==> src/rtl/tpaf_isqrt.sv <==
// Pipelined integer square root, one root bit per stage.
// No dependencies. Advances on en.
module tpaf_isqrt #(
   parameter int ROOT_W = 35
) (
   input  logic                  clock,
   input  logic                  en,
   input  logic [2*ROOT_W-1:0]   radicand,
   output logic [ROOT_W-1:0]     root
);

   localparam int SW = 2 * ROOT_W;

   logic [SW-1:0] x_ff [1:ROOT_W];
   logic [SW-1:0] r_ff [1:ROOT_W];

   logic [SW-1:0] xs   [0:ROOT_W-1];
   logic [SW-1:0] rs   [0:ROOT_W-1];
   logic [SW-1:0] bitk [1:ROOT_W];
   logic [SW-1:0] tr   [1:ROOT_W];
   logic [SW-1:0] x_in [1:ROOT_W];
   logic [SW-1:0] r_in [1:ROOT_W];

   always_comb begin
      xs[0] = radicand;
      rs[0] = '0;
      for (int k = 1; k < ROOT_W; k++) begin
         xs[k] = x_ff[k];
         rs[k] = r_ff[k];
      end
      for (int k = 1; k <= ROOT_W; k++) begin
         bitk[k] = SW'(1) << (2 * (ROOT_W - k));
         tr[k]   = rs[k-1] + bitk[k];
         if (xs[k-1] >= tr[k]) begin
            x_in[k] = xs[k-1] - tr[k];
            r_in[k] = (rs[k-1] >> 1) + bitk[k];
         end else begin
            x_in[k] = xs[k-1];
            r_in[k] = rs[k-1] >> 1;
         end
      end
   end

   always_ff @(posedge clock) begin
      if (en) begin
         for (int k = 1; k <= ROOT_W; k++) begin
            x_ff[k] <= x_in[k];
            r_ff[k] <= r_in[k];
         end
      end
   end

   assign root = r_ff[ROOT_W][ROOT_W-1:0];

endmodule

==> config.mk <==
export PLATFORM = sky130hd
export DESIGN_NAME = tpaf_isqrt
export DESIGN_NICKNAME = d
export VERILOG_FILES = /design/src/rtl/tpaf_isqrt.sv
export SDC_FILE = /design/constraint.sdc
export NUM_CORES = 2
export LEC_CHECK = 0
export ABC_AREA = 0
export BUFFER_PORTS_ARGS = -buffer_cell sky130_fd_sc_hd__buf_4
export CORE_ASPECT_RATIO = 1.1
export CORE_UTILIZATION = 56
export DETAILED_ROUTE_END_ITERATION = 10
export PLACE_DENSITY_LB_ADDON = 0.25
export REMOVE_ABC_BUFFERS = 1
export SETUP_SLACK_MARGIN = 0.1
export SYNTH_ARGS = -nofsm -noshare
export SYNTH_HDL_FRONTEND = slang
export SYNTH_MEMORY_MAX_BITS = 65536
export SYNTH_SLANG_ARGS = --single-unit
==> constraint.sdc <==
create_clock -name clock -period 3.91 [get_ports clock]
set_input_delay 0.391 -clock clock [delete_from_list [all_inputs] [get_ports clock]]
set_output_delay 0.391 -clock clock [all_outputs]
set_load 0.05 [all_outputs]
# Yosys cells after proc, flatten, opt, wreduce, memory -nomap -nowiden
# Memories as Yosys holds them, arrays and structs flattened.
# Cells that the tools add are included.
# totals
latchBits,0
ram_bits,4900
memories,2
rom_bits,0
output_inout_bits,35
ff_bits,0
# memory_table
memory,words,width,read_ports,rd_ports_with_merged_regs,write_ports,line,text
r_ff,35,70,35,0,35,15,logic [SW-1:0] r_ff [1:ROOT_W];
x_ff,35,70,34,0,35,14,logic [SW-1:0] x_ff [1:ROOT_W];
# op_classes
shifts,0
div,0
mul,0
reduce_logical,0
n_mux,72
n_bitwise,0
order_cmp,35
eq_ne,0
n_addsub,103
# op_table
op,n
$mux W70,69
$ge A70 B70 Y1,34
$sub A70 B70 Y70,34
$add A69 B1 Y70 const B,1
$add A69 B11 Y70 const B,1
$add A69 B13 Y70 const B,1
$add A69 B15 Y70 const B,1
$add A69 B17 Y70 const B,1
$add A69 B19 Y70 const B,1
$add A69 B21 Y70 const B,1
$add A69 B23 Y70 const B,1
$add A69 B25 Y70 const B,1
$add A69 B27 Y70 const B,1
$add A69 B29 Y70 const B,1
$add A69 B3 Y70 const B,1
$add A69 B31 Y70 const B,1
$add A69 B33 Y70 const B,1
$add A69 B35 Y70 const B,1
$add A69 B37 Y70 const B,1
$add A69 B39 Y70 const B,1
$add A69 B41 Y70 const B,1
$add A69 B43 Y70 const B,1
$add A69 B45 Y70 const B,1
$add A69 B47 Y70 const B,1
other kinds (51),52

# Depth between registers and ports, before layout
# An unclocked memory read counts as a cell.
# depth
word_depth,4
depth_mapped,15
depth_no_buf,13

# Worst setup path before layout
# Ideal clock, no wire load.
# synth_path
path_kind,register to register
from,"register, netlist name x_ff[0][1596]"
to,"register, netlist name x_ff[0][1679]"
period_less_slack_ps,3827
setup_slack_ps,83
n_path_buf,1
arrival_time_ps,3569
stages_incl_launch_ff,12
required_time_ps,3652
cell_sequence,edfxtp_1 > or4_4 > or4_4 > or3_1 > or3_1 > or3_4 > nor4_2 > a21boi_2 > and4b_1 > buf_6 > or3b_1 > xnor2_1

==> flow_summary.json <==
{
  "outcome": "finished, final reports clean",
  "cts_root_buffer": "clkbuf_16",
  "htreeDepth": 5,
  "slowest_stage": "edfxtp_1",
  "dp.cells": 15400,
  "initial_core_util_pct": 56.6,
  "core_area_um2": 255000,
  "wirelength_mm": 385,
  "p_seq_share_pct": 45.7,
  "cts.sinks": 3010,
  "required_ns": 4.47,
  "critPathMaxFanout": 5,
  "critical_path_class": "register to register",
  "globalRouteMet1Util_pct": 37.3,
  "internal_power_w": 0.0679,
  "hold_class": "input port to register",
  "pwr-share-clk_pct": 29.7,
  "drive_gt1_share_pct": 12.4,
  "fin_crit_sh_pct": 99.0,
  "globalRouteOverflowTotal": 0,
  "timing.setup.tns_ns": 0,
  "worst_path_most_repeated_cell": "buf_4",
  "ys_types": 86,
  "final_cell_mix": "edfxtp_1, nand2_1, inv_1",
  "switching_power_w": 0.0301,
  "fp.dieH_um": 534,
  "syn_inst": 11500,
  "fillers": 18800,
  "top_usage_layer": "met2",
  "viasPerCell": 6.02,
  "fmax_ghz": 0.258,
  "dr.pass1.iters": 9,
  "grt_pass1_wl_mm": 574,
  "rsz0062_at_grt": "yes",
  "drtAntennaViolNets": 0,
  "std_cell_rows": 194,
  "grt.met3_usage_pct": 4.20,
  "syn_avg_cell_area_um2": 12.5,
  "crit_path_end_kind": "register",
  "antenna_found_initial": 15,
  "p_comb_share_pct": 24.7,
  "start_kind": "register",
  "critPathTopFamily": "simple AND/OR/NAND/NOR gates",
  "worst_slew_pin_slew_ns": 1.32,
  "drtIter0Drc": 8795,
  "peakVddDrop_uv": 513,
  "portBuffers": 106,
  "fin_skew_ns": 0.0921,
  "max_slew_margin_pct": 11.1,
  "io_pins": 107,
  "setup_violations": 0,
  "use_met2_pct": 49.5,
  "yosys_most_used_dff": "edfxtp_1",
  "clockBufferDepth": 4,
  "arrival_ns": 4.43,
  "die_w_um": 486,
  "clkTransAtPathRegs_ns": 0.06,
  "report.final.slew_viol_count": 0,
  "fin_crit_ns": 3.87,
  "drc": 0,
  "switching_share_pct": 30.7,
  "via_count": 96600,
  "synth_area_um2": 144000,
  "first_global_vias": 95200,
  "synth_enable_flop_cells": 3010,
  "hold_violations": 0,
  "fin_cells": 16000,
  "cts-buffers-inserted": 315,
  "wire_per_inst_um": 24.0,
  "leakage_nw": 63.1,
  "ys_ff_latch": 3010,
  "synth_warnings": 0,
  "fin_nets": 13200,
  "gp_routability_congestion": 0.966,
  "syn_to_final_growth_pct": 14.7,
  "die_area_um2": 259000,
  "drv_cap": 0,
  "insertion_delay_ns": 0.97,
  "grt_usage_pct": 29.1,
  "p_per_area_nw_per_um2": 592,
  "critPathBufInv": 3,
  "worstPathCellList": "ha_4 -> nand4_1 -> nor4_4 -> buf_4 -> nand4_1 -> buf_4 -> nor4_4 -> nor4_2 -> o31a_1 -> buf_4 -> nor4_1 -> o21ai_0 -> nor4_1 -> xor2_1",
  "final_common_cell": "edfxtp_1",
  "grt_max_degree": 150,
  "ys_seq_area_share_pct": 62.7,
  "dpl.hpwl_mm": 290,
  "cts_tree": "done",
  "crit_path_max_incr_delay_ns": 0.46,
  "synth-async-reset-ratio_pct": 0
}
==> logic make-up (layout without fill, tap and decap cells) <==
| group | after synthesis | in the layout | share of synthesized area (%) |
|---|---|---|---|
| DFF | 3010 | 3010 | 62.7 |
| xor gates and xnor gates | 1058 | 1058 | 6.43 |
| buffers and inverters | 1078 | 2237 | 2.91 |
| adders and majority gates | 661 | 661 | 5.74 |
| other | 0 | 3 | 0 |
| and+or+nand+nor | 3464 | 3464 | 12.2 |
| AOI/OAI and AO/OA | 2187 | 2187 | 9.31 |
| muxes | 87 | 87 | 0.671 |
==> synthesized netlist by cell type, types with 16 or more instances <==
cell type,instances,area [um^2]
a2111oi_0,22,193
a211o_1,29,254
a211oi_1,54,405
a21boi_0,17,128
a21o_1,283,2120
a21oi_1,741,3710
a31oi_1,51,319
and2_1,39,244
and3_1,55,344
and4_1,26,228
buf_1,23,86.3
buf_4,35,263
clkbuf_1,209,785
edfxtp_1,3010,90400
ha_1,661,8270
inv_1,802,3010
mux2_2,77,867
nand2_1,822,3090
nand2b_1,136,851
nand3_1,218,1090
nand3b_1,38,285
nand4_1,183,1140
nand4b_1,30,263
nor2_1,762,2860
nor2b_1,80,500
nor3_1,312,1560
nor3b_1,22,165
nor4_1,408,2550
nor4b_1,37,324
o211ai_1,40,300
o21a_1,110,826
o21ai_0,556,2780
o21bai_1,57,428
o22ai_1,21,131
o31a_1,20,175
o31ai_1,40,300
o41ai_1,16,140
or2_2,39,244
or3_1,127,795
or4_1,75,563
xnor2_1,567,4970
xor2_1,491,4300
==> worst reg2reg max path: cells and delay by family, from the launching register on <==
kind            cells  cell delay (ns)
simple gates        7             1.75
compound gates      2             0.35
fa+ha+maj           1             0.32
flops               1             0.46
xor+xnor            1             0.15
buf+inv             3             0.59
==> cell type report <==
type                       instances  area, um^2  share of cell area [%]
clock inverter                   192        1730                    1.04
timing repair buffer             874        7210                    4.36
multi-input combinational       7457       50700                    30.6
inverter                         805        3020                    1.83
tap                             3332        4170                    2.52
sequential                      3010       90400                    54.7
antenna                            3        7.51                 0.00454
clock buffer                     366        8160                    4.93
==> power by group through the flow <==
stage          clock network [W]  logic, W  registers (W)
2_1_floorplan                  0    0.0152         0.0436
3_3_place_gp                   0    0.0230         0.0452
3_5_place_dp                   0    0.0232         0.0452
4_1_cts                   0.0295    0.0235         0.0446
5_1_grt                   0.0307    0.0263         0.0451
6_report                  0.0291    0.0241         0.0447
==> sequential cells by signal, summed over array words and instances (netlist names) <==
name	cells
r_ff	630
x_ff	2380
==> through the flow <==
stage               cell area, um^2  hold WS, ns  setup WS (ns)  util [%]  power, W
finish                       165000       0.0900         0.0379      64.9    0.0979
global placement             153000        0.427         -0.606      60.2    0.0681
CTS                          164000       0.0224         0.0725      64.5    0.0977
floorplan                    143000        0.417          -3.09         -    0.0588
detailed placement           153000        0.430         -0.547      60.2    0.0684
global route                 165000       0.0634         0.0264      64.9     0.102
==> per-layer routing <==
metal / wire length [um] / share of wire, %
met5: 244 / 0.063
met4: 16500 / 4.3
met3: 23600 / 6.1
met2: 188000 / 49
met1: 156000 / 41
==> path summary, 6_finish.rpt <==
| path | cells after the start | slack (ns) | endpoint | from |
|---|---|---|---|---|
| setup / recovery | 14 | 0.04 | x_ff[0][2025] | x_ff[0][1928] |
| hold / removal | 1 | 0.09 | x_ff[0][1180] | en |
| setup reg to reg | 14 | 0.04 | x_ff[0][2025] | x_ff[0][1928] |
| hold reg to reg | 0 | 0.40 | r_ff[0][1363] | r_ff[0][1294] |
==> timing repair <==
item	in CTS	in global routing
resized for setup	65	150
buffers inserted	3	32
cloned	0	1
hold buffers	71	0
endpoints found under the hold margin	71	0
endpoints found under the setup margin	125	330
pin swaps	12	41
Power figures use the tool's default switching activity.
