**src/rtl/tpaf_pkg.sv**
```systemverilog
// Shared constants for the triangle positive-area fraction unit.
// No dependencies.
package tpaf_pkg;

   localparam int DIST_W     = 16;
   localparam int COORD_IN_W = 16;
   localparam int FRAC_OUT_W = 17;
   localparam int AREA_OUT_W = 34;
   localparam int REQ_DATA_W = 12 * 16;
   localparam int RSP_DATA_W = 88;

   // number of negative vertex distances
   localparam logic [1:0] NEG_NONE = 2'd0;
   localparam logic [1:0] NEG_ONE  = 2'd1;
   localparam logic [1:0] NEG_TWO  = 2'd2;
   localparam logic [1:0] NEG_ALL  = 2'd3;

endpackage

```
**src/rtl/tpaf_frac.sv**
```systemverilog
// Area fraction path: sort, square/denominator multiplies, restoring divider.
// Depends on tpaf_pkg. Advances on en.
module tpaf_frac #(
   parameter int FRACTION_BITS = 16
) (
   input  logic                                clock,
   input  logic                                en,
   input  logic signed [tpaf_pkg::DIST_W-1:0]  dist_a,
   input  logic signed [tpaf_pkg::DIST_W-1:0]  dist_b,
   input  logic signed [tpaf_pkg::DIST_W-1:0]  dist_c,
   output logic        [FRACTION_BITS:0]       frac
);

   localparam int F  = FRACTION_BITS;
   localparam int DW = tpaf_pkg::DIST_W;
   localparam int PW = 2 * DW;

   logic signed [DW-1:0] a0, a1, b1, b2, c0, c1;
   logic        [1:0]    neg_in;

   logic signed [DW-1:0] d0_ff, d1_ff, d2_ff;
   logic        [1:0]    neg1_ff;

   logic signed [DW:0]   e10, e20, e21, nd0;
   logic        [DW-1:0] m_op, op_a, op_b;
   logic        [PW-1:0] sq_in, den_in;
   logic        [PW-1:0] sq_ff, den_ff;
   logic        [1:0]    neg2_ff;
   logic        [PW-1:0] num_in;

   logic [PW-1:0] rem_ff [0:F];
   logic [PW-1:0] dd_ff  [0:F];
   logic [1:0]    ng_ff  [0:F];
   logic [F-1:0]  q_ff   [0:F];

   logic [PW:0]   trial  [1:F];
   logic          ge     [1:F];
   logic [PW-1:0] rem_in [1:F];
   logic [F-1:0]  q_in   [1:F];

   // three compare-swaps: c0 <= c1 <= b2
   always_comb begin
      a0 = (dist_a > dist_b) ? dist_b : dist_a;
      a1 = (dist_a > dist_b) ? dist_a : dist_b;
      b1 = (a1 > dist_c) ? dist_c : a1;
      b2 = (a1 > dist_c) ? a1 : dist_c;
      c0 = (a0 > b1) ? b1 : a0;
      c1 = (a0 > b1) ? a0 : b1;
      neg_in = {1'b0, c0[DW-1]} + {1'b0, c1[DW-1]} + {1'b0, b2[DW-1]};
   end

   always_comb begin
      e10 = (DW+1)'(d1_ff) - (DW+1)'(d0_ff);
      e20 = (DW+1)'(d2_ff) - (DW+1)'(d0_ff);
      e21 = (DW+1)'(d2_ff) - (DW+1)'(d1_ff);
      nd0 = -(DW+1)'(d0_ff);
      if (neg1_ff == tpaf_pkg::NEG_TWO) begin
         m_op = d2_ff;
         op_a = e20[DW-1:0];
         op_b = e21[DW-1:0];
      end else begin
         m_op = nd0[DW-1:0];
         op_a = e10[DW-1:0];
         op_b = e20[DW-1:0];
      end
      sq_in  = PW'(m_op) * PW'(m_op);
      den_in = PW'(op_a) * PW'(op_b);
   end

   // with one negative the numerator is den - d0^2
   always_comb begin
      if (neg2_ff == tpaf_pkg::NEG_TWO)
         num_in = sq_ff;
      else if (den_ff >= sq_ff)
         num_in = den_ff - sq_ff;
      else
         num_in = '0;
   end

   // one quotient bit per stage; num < den when one or two distances are negative
   always_comb begin
      for (int k = 1; k <= F; k++) begin
         trial[k]  = {rem_ff[k-1], 1'b0};
         ge[k]     = trial[k] >= {1'b0, dd_ff[k-1]};
         rem_in[k] = ge[k] ? PW'(trial[k] - {1'b0, dd_ff[k-1]}) : trial[k][PW-1:0];
         q_in[k]   = {q_ff[k-1][F-2:0], ge[k]};
      end
   end

   always_ff @(posedge clock) begin
      if (en) begin
         d0_ff     <= c0;
         d1_ff     <= c1;
         d2_ff     <= b2;
         neg1_ff   <= neg_in;
         sq_ff     <= sq_in;
         den_ff    <= den_in;
         neg2_ff   <= neg1_ff;
         rem_ff[0] <= num_in;
         dd_ff[0]  <= den_ff;
         ng_ff[0]  <= neg2_ff;
         q_ff[0]   <= '0;
         for (int k = 1; k <= F; k++) begin
            rem_ff[k] <= rem_in[k];
            dd_ff[k]  <= dd_ff[k-1];
            ng_ff[k]  <= ng_ff[k-1];
            q_ff[k]   <= q_in[k];
         end
      end
   end

   always_comb begin
      case (ng_ff[F])
         tpaf_pkg::NEG_ALL:  frac = '0;
         tpaf_pkg::NEG_NONE: frac = {1'b1, {F{1'b0}}};
         default:            frac = {1'b0, q_ff[F]};
      endcase
   end

endmodule

```
**config.mk**
```make
export PLATFORM = sky130hd
export DESIGN_NAME = tpaf_frac
export DESIGN_NICKNAME = d
export VERILOG_FILES = /design/src/rtl/tpaf_pkg.sv /design/src/rtl/tpaf_frac.sv
export SDC_FILE = /design/constraint.sdc
export NUM_CORES = 2
export LEC_CHECK = 0
export CAP_MARGIN = 20
export CORE_AREA = 2 2 457 459
export CTS_CLUSTER_DIAMETER = 50
export DETAILED_ROUTE_END_ITERATION = 6
export DIE_AREA = 0 0 459 461
export DONT_BUFFER_PORTS = 1
export SYNTH_ARGS = -nofsm -noshare
export SYNTH_HDL_FRONTEND = slang
export SYNTH_SLANG_ARGS = --single-unit
```
**constraint.sdc**
```tcl
create_clock -name clock -period 16.3 [get_ports clock]
set_clock_uncertainty 0.2 [all_clocks]
set_input_delay 3.26 -clock clock [delete_from_list [all_inputs] [get_ports clock]]
set_output_delay 3.26 -clock clock [all_outputs]
set_load 0.02 [all_outputs]
```
Word level (Yosys, flattened, before mapping) --
Memory sizes are Yosys's and may differ from the RTL's. Index checks and enable logic that the tools add are counted.
Cells by class: add/subtract/negate cells 23, multipliers 2, magnitude comparators 20, equal/unequal tests 3, multiplexer cells 30, reductions and logical operators 1
Operator list (number):
- two-way mux 32 bit | 18
- subtractor 32 bit | 17
- >= comparator 33 x 32 -> 1 bit | 16
- two-way mux 16 bit | 9
- multiplier 16 x 16 -> 32 bit | 2
- greater-than comparator 16 bit | 3
- subtractor 16 bit | 3
- case mux 17 bit (2 select lines) | 1
- >= comparator 32 bit | 1
- negation 16 bit | 1
- == test 2 bit (second input constant) | 3
- adder 1 x 1 -> 2 bit | 1
- adder 2 x 1 -> 2 bit | 1
- logical NOT 2 bit | 1
- two-way mux 1 bit | 2
Word-level totals: flip-flop bits (word level) 116, bits in writable memories 1394, output and inout bits 17, word-level logic and storage cells 90, memories kept 4
Memories:
- dd_ff | words 17, bits a word 32, rd ports 16, clocked after Yosys merged registers in 0, write ports 17, RTL line tpaf_frac.sv:32 | logic [PW-1:0] dd_ff [0:F];
- rem_ff | words 17, bits a word 32, rd ports 16, clocked after Yosys merged registers in 0, write ports 17, RTL line tpaf_frac.sv:31 | logic [PW-1:0] rem_ff [0:F];
- q_ff | words 17, bits a word 16, rd ports 17, clocked after Yosys merged registers in 0, write ports 17, RTL line tpaf_frac.sv:34 | logic [F-1:0] q_ff [0:F];
- ng_ff | words 17, bits a word 2, rd ports 17, clocked after Yosys merged registers in 0, write ports 17, RTL line tpaf_frac.sv:33 | logic [1:0] ng_ff [0:F];

Longest topological paths before layout --
depth after elaboration 8, gate-level depth with buffers 39, depth with buffers taken out 38

Worst setup path after synthesis --
OpenSTA, ideal clock, no wires.
kind input -> register, from input dist_b[13] (netlist bit), to register neg1_ff[0] (data pin), library setup time 0.250 ns, data arrival time 10.606 ns, data required time 15.850 ns, path slack 5.244 ns, cell stages on the path 35, buffers on the path 6, path through inv_1 -> ha_1 -> a21o_1 -> a211o_1 -> a211o_1 -> o31ai_1 -> o22ai_1 -> clkbuf_1 -> clkbuf_1 -> nand2_1 -> o21ai_0 -> ha_1 -> a21o_1 -> a21o_1 -> a21o_1 -> a21oi_1 -> nor2b_1 -> a2111oi_0 -> mux2_2 -> clkbuf_1 -> buf_1 -> buf_1 -> a21oi_1 -> ha_1 -> a21o_1 -> a21o_1 -> a21oi_1 -> nor2_1 -> a2111oi_0 -> nand3_1 -> nand3_1 -> clkbuf_1 -> mux2_2 -> fa_1 -> inv_1
Between the ends: word-level cells in the longest chain between the ends 8, elaborated cells between the ends (all ways) 11
RTL lines:
- from (decl) | RTL line tpaf_frac.sv:9 | input logic signed [tpaf_pkg::DIST_W-1:0] dist_b,
- greater-than comparator 16 bit | RTL line tpaf_frac.sv:43, tpaf_frac.sv:44
- two-way mux 16 bit | RTL line tpaf_frac.sv:44 | a1 = (dist_a > dist_b) ? dist_a : dist_b;
- greater-than comparator 16 bit | RTL line tpaf_frac.sv:45, tpaf_frac.sv:46
- two-way mux 16 bit | RTL line tpaf_frac.sv:45 | b1 = (a1 > dist_c) ? dist_c : a1;
- greater-than comparator 16 bit | RTL line tpaf_frac.sv:47, tpaf_frac.sv:48
- two-way mux 16 bit (on tied branches) | RTL line tpaf_frac.sv:47, tpaf_frac.sv:48
- adder 1 x 1 -> 2 bit | RTL line tpaf_frac.sv:49 | neg_in = {1'b0, c0[DW-1]} + {1'b0, c1[DW-1]} + {1'b0, b2[DW-1]};
- adder 2 x 1 -> 2 bit (*) | RTL line tpaf_frac.sv:49
- via neg_in[0] | RTL line tpaf_frac.sv:19 | logic [1:0] neg_in;
- to (signal assigned) | RTL line tpaf_frac.sv:95 | neg1_ff <= neg_in;
- to (decl) | RTL line tpaf_frac.sv:22 | logic [1:0] neg1_ff;
The timed path passes the listed nets; every way through them passes the cells marked *. A chain may end at the register's enable or synchronous reset.

Worst setup path in the final report --
from input dist_b[1] (netlist bit), to register d1_ff[12] (data pin)
Between the ends: word-level cells in the longest chain between the ends 6, elaborated cells between the ends (all ways) 7
RTL lines:
- greater-than comparator 16 bit | RTL line tpaf_frac.sv:43, tpaf_frac.sv:44
- two-way mux 16 bit | RTL line tpaf_frac.sv:44
- greater-than comparator 16 bit | RTL line tpaf_frac.sv:45
- two-way mux 16 bit | RTL line tpaf_frac.sv:45
- greater-than comparator 16 bit | RTL line tpaf_frac.sv:48 | c1 = (a0 > b1) ? a0 : b1;
- two-way mux 16 bit (*) | RTL line tpaf_frac.sv:48
- via c1[12] | RTL line tpaf_frac.sv:18 | logic signed [DW-1:0] a0, a1, b1, b2, c0, c1;
- to (signal assigned) | RTL line tpaf_frac.sv:93 | d1_ff <= c1;
- to (decl) | RTL line tpaf_frac.sv:21 | logic signed [DW-1:0] d0_ff, d1_ff, d2_ff;
Marks and branches as above.

==> results.yml <==
cts:
  postCtsResizedCells: 0
  clock-sinks: 1309
  htreeDepth: 4
  clk_latency_ns: 0.80
  holdBufCountCts: 0
  clock-root-buffer: "clkbuf_16"
  cts_tree: "yes"
  cts_buffers: 178
  clk_path_buf_depth: 3
  clkTransAtPathRegs_ns: 0.06
  post_cts_buffers: 0
route:
  drc_errors: 0
  num_vias: 63600
  vias_per_cell: 5.44
  drt_iter0_markers: 3903
  drt_wl_total_mm: 221
  ant_nets: 0
  wl_per_cell_um: 18.9
  dr.pass1.iters: 6
synthesis:
  syn-num-nets: 10100
  synth_cell_types: 88
  yosys.area.top_type: "edfxtp_1"
  synth_cells: 8790
  synth_most_common_cell: "edfxtp_1"
  ys_ff_latch: 1309
  synth_compound_area_share_pct: 13.2
  synth.avg_cell_area_um2: 10.5
  yosys-top-cells-count: "1,309 x edfxtp_1, 1,201 x inv_1, 836 x ha_1"
  synthXorXnorAreaFrac_pct: 5.06
  synth_adder_area_share_pct: 19.4
  yosysWarnings: 0
  synth-edff-count: 1309
  synthFlopType: "edfxtp_1"
  yosys.area_share.simple_pct: 10.3
  ys_seq_area_share_pct: 42.4
  async_flop_share_pct: 0
  synth_area_mm2: 0.0927
  yosysTopAreaCellShare_pct: 42.4
  synthTopCellsByArea: "edfxtp_1 42%, ha_1 11%, fa_1 8.1%"
  synth_top_family_by_area: "adder cells"
  muxShareOfSynthArea_pct: 3.97
timing:
  fmax_mhz: 83.1
  slew_violations: 0
  period_minus_slack_ns: 12.03
  worst_pin_slew_ns: 1.32
  hold_viol: 0
  slew_headroom_pct: 12.3
  fin_crit_sh_pct: 73.8
  fin_tns_setup_ns: 0
  grt_setup_unrepaired: "no"
  setup_viol_count_final: 0
global_route:
  grt_usage_pct: 20.9
  grt_antenna_before_repair: 2
  grt_max_degree: 272
  grt_pass1_wl_mm: 352
  grt-ovfl-total: 0
  grt_pass1_vias: 64000
critical_path:
  crit_fanout: 51
  crit_path_end_kind: "flop"
  worstPathRequired_ns: 16.74
  worst_path_max_delay_cell: "nand3_1"
  arrival_ns: 12.47
  max_stage_delay_ns: 0.66
  crit_top_cell: "o21a_1"
  critPathKind: "in2reg"
  startpoint_type: "input pin"
layout:
  drive_gt1_share_pct: 7.67
  multi_input_area_mm2: 0.0482
  register_area_mm2: 0.0393
  final_nets: 10100
  fill_cells: 18500
  syn2layout_area_growth_pct: 10.1
min_path:
  hold_class: "reg2reg"
placed_design:
  portBuffers: 0
  globalplace.congestion: 0.903
  post-dp-hpwl_mm: 169
floorplan:
  pin_count: 67
  die_x_um: 459
  start_util_pct: 44.9
  die_h_um: 461
  coreArea_mm2: 0.206
  die_area_mm2: 0.212
  row_count: 167
outcome:
  status: "finished, final reports clean"
job:
  drv_cap: 0
-- path summary, 6_finish.rpt --
| kind | start | end | slack (ns) | depth (start not counted) |
|---|---|---|---|---|
| worst min register to register | ng_ff[0][24]$_DFFE_PP_ | ng_ff[0][26]$_DFFE_PP_ | 0.17 | 0 |
| worst min-delay path | ng_ff[0][24]$_DFFE_PP_ | ng_ff[0][26]$_DFFE_PP_ | 0.17 | 0 |
| worst max-delay path | dist_b[1] | d1_ff[12]$_DFFE_PP_ | 4.27 | 35 |
| worst max register to register | d1_ff[1]$_DFFE_PP_ | den_ff[31]$_DFFE_PP_ | 6.58 | 34 |
-- cells in the final DEF, fill, tap and decap left out, types with 48 or more instances in the layout --
| cell | netlist | routed |
|---|---|---|
| o21a_1 | 109 | 109 |
| a21o_1 | 282 | 282 |
| xor2_1 | 180 | 180 |
| nand2_1 | 633 | 633 |
| clkbuf_16 | 0 | 180 |
| a21oi_1 | 634 | 632 |
| xnor2_1 | 355 | 355 |
| and3_1 | 48 | 48 |
| nor2_1 | 696 | 696 |
| nand2b_1 | 89 | 88 |
| ha_1 | 836 | 836 |
| edfxtp_1 | 1309 | 1309 |
| nand3_1 | 106 | 106 |
| and2_1 | 56 | 56 |
| nor3_1 | 103 | 103 |
| o21ai_0 | 408 | 406 |
| inv_1 | 1201 | 1201 |
| nor2b_1 | 98 | 96 |
| o21bai_1 | 67 | 66 |
| fa_1 | 377 | 377 |
| a31oi_1 | 54 | 54 |
| nand4_1 | 84 | 84 |
| mux2_2 | 244 | 244 |
-- stage by stage --
step | util, % | area, um2 | hold WS (ns) | cells | worst slack, ns
after CTS | 49.4 | 102000 | 0.166 | 11700 | 4.14
after global placement | 46.5 | 95900 | 0.200 | 11400 | 3.41
after detailed placement | 46.5 | 95900 | 0.205 | 11400 | 3.37
after floorplan | - | 92700 | 0.200 | 8790 | 5.24
final | 49.4 | 102000 | 0.169 | 11700 | 4.27
after global routing | 49.4 | 102000 | 0.178 | 11700 | 3.69
-- registers in the layout (all words and copies together) (netlist names) --
signal and count:
d0_ff 16, d2_ff 16, q_ff 136, sq_ff 31
den_ff 32, d1_ff 16, rem_ff 512, dd_ff 512
neg2_ff 2, neg1_ff 2, ng_ff 34
-- area by class of cell --
class,count,area share [%]
inverter,1206,4.44
clock buffer,206,4.51
antenna,2,0.00491
sequential,1309,38.5
clock inverter,125,1.39
timing repair buffer,53,0.567
multi-input combinational,6087,47.3
tap,2704,3.32
-- metal layers --
layer / routed length (um) / track usage (%) / vias up
met1: 97300 / 27.0 / 30900
met5: 0 / 0 / -
met2: 109000 / 36.5 / 1295
met4: 6880 / 6.73 / 0
li1: - / - / 31100
met3: 8030 / 2.31 / 387
-- kinds of logic (layout without fill, tap and decap cells) --
family	count (synthesis)	in the layout
adders and majority gates	1213	1213
buffers and inverters	1394	1590
and+or+nand+nor	2072	2072
DFF	1309	1309
xor gates and xnor gates	535	535
other	0	2
muxes	323	323
AOI/OAI and AO/OA	1944	1944
-- worst max-delay path, delay by kind of cell --
| kind | cells | cell delay, ns |
|---|---|---|
| compound gates | 20 | 4.99 |
| simple gates | 7 | 1.71 |
| buf+inv | 4 | 1.11 |
| fa+ha+maj | 3 | 0.90 |
| mux | 1 | 0.46 |
Power is left out: the tool's default activity adds up to more than one toggle a clock period on the data nets, which glitch-free logic cannot reach.
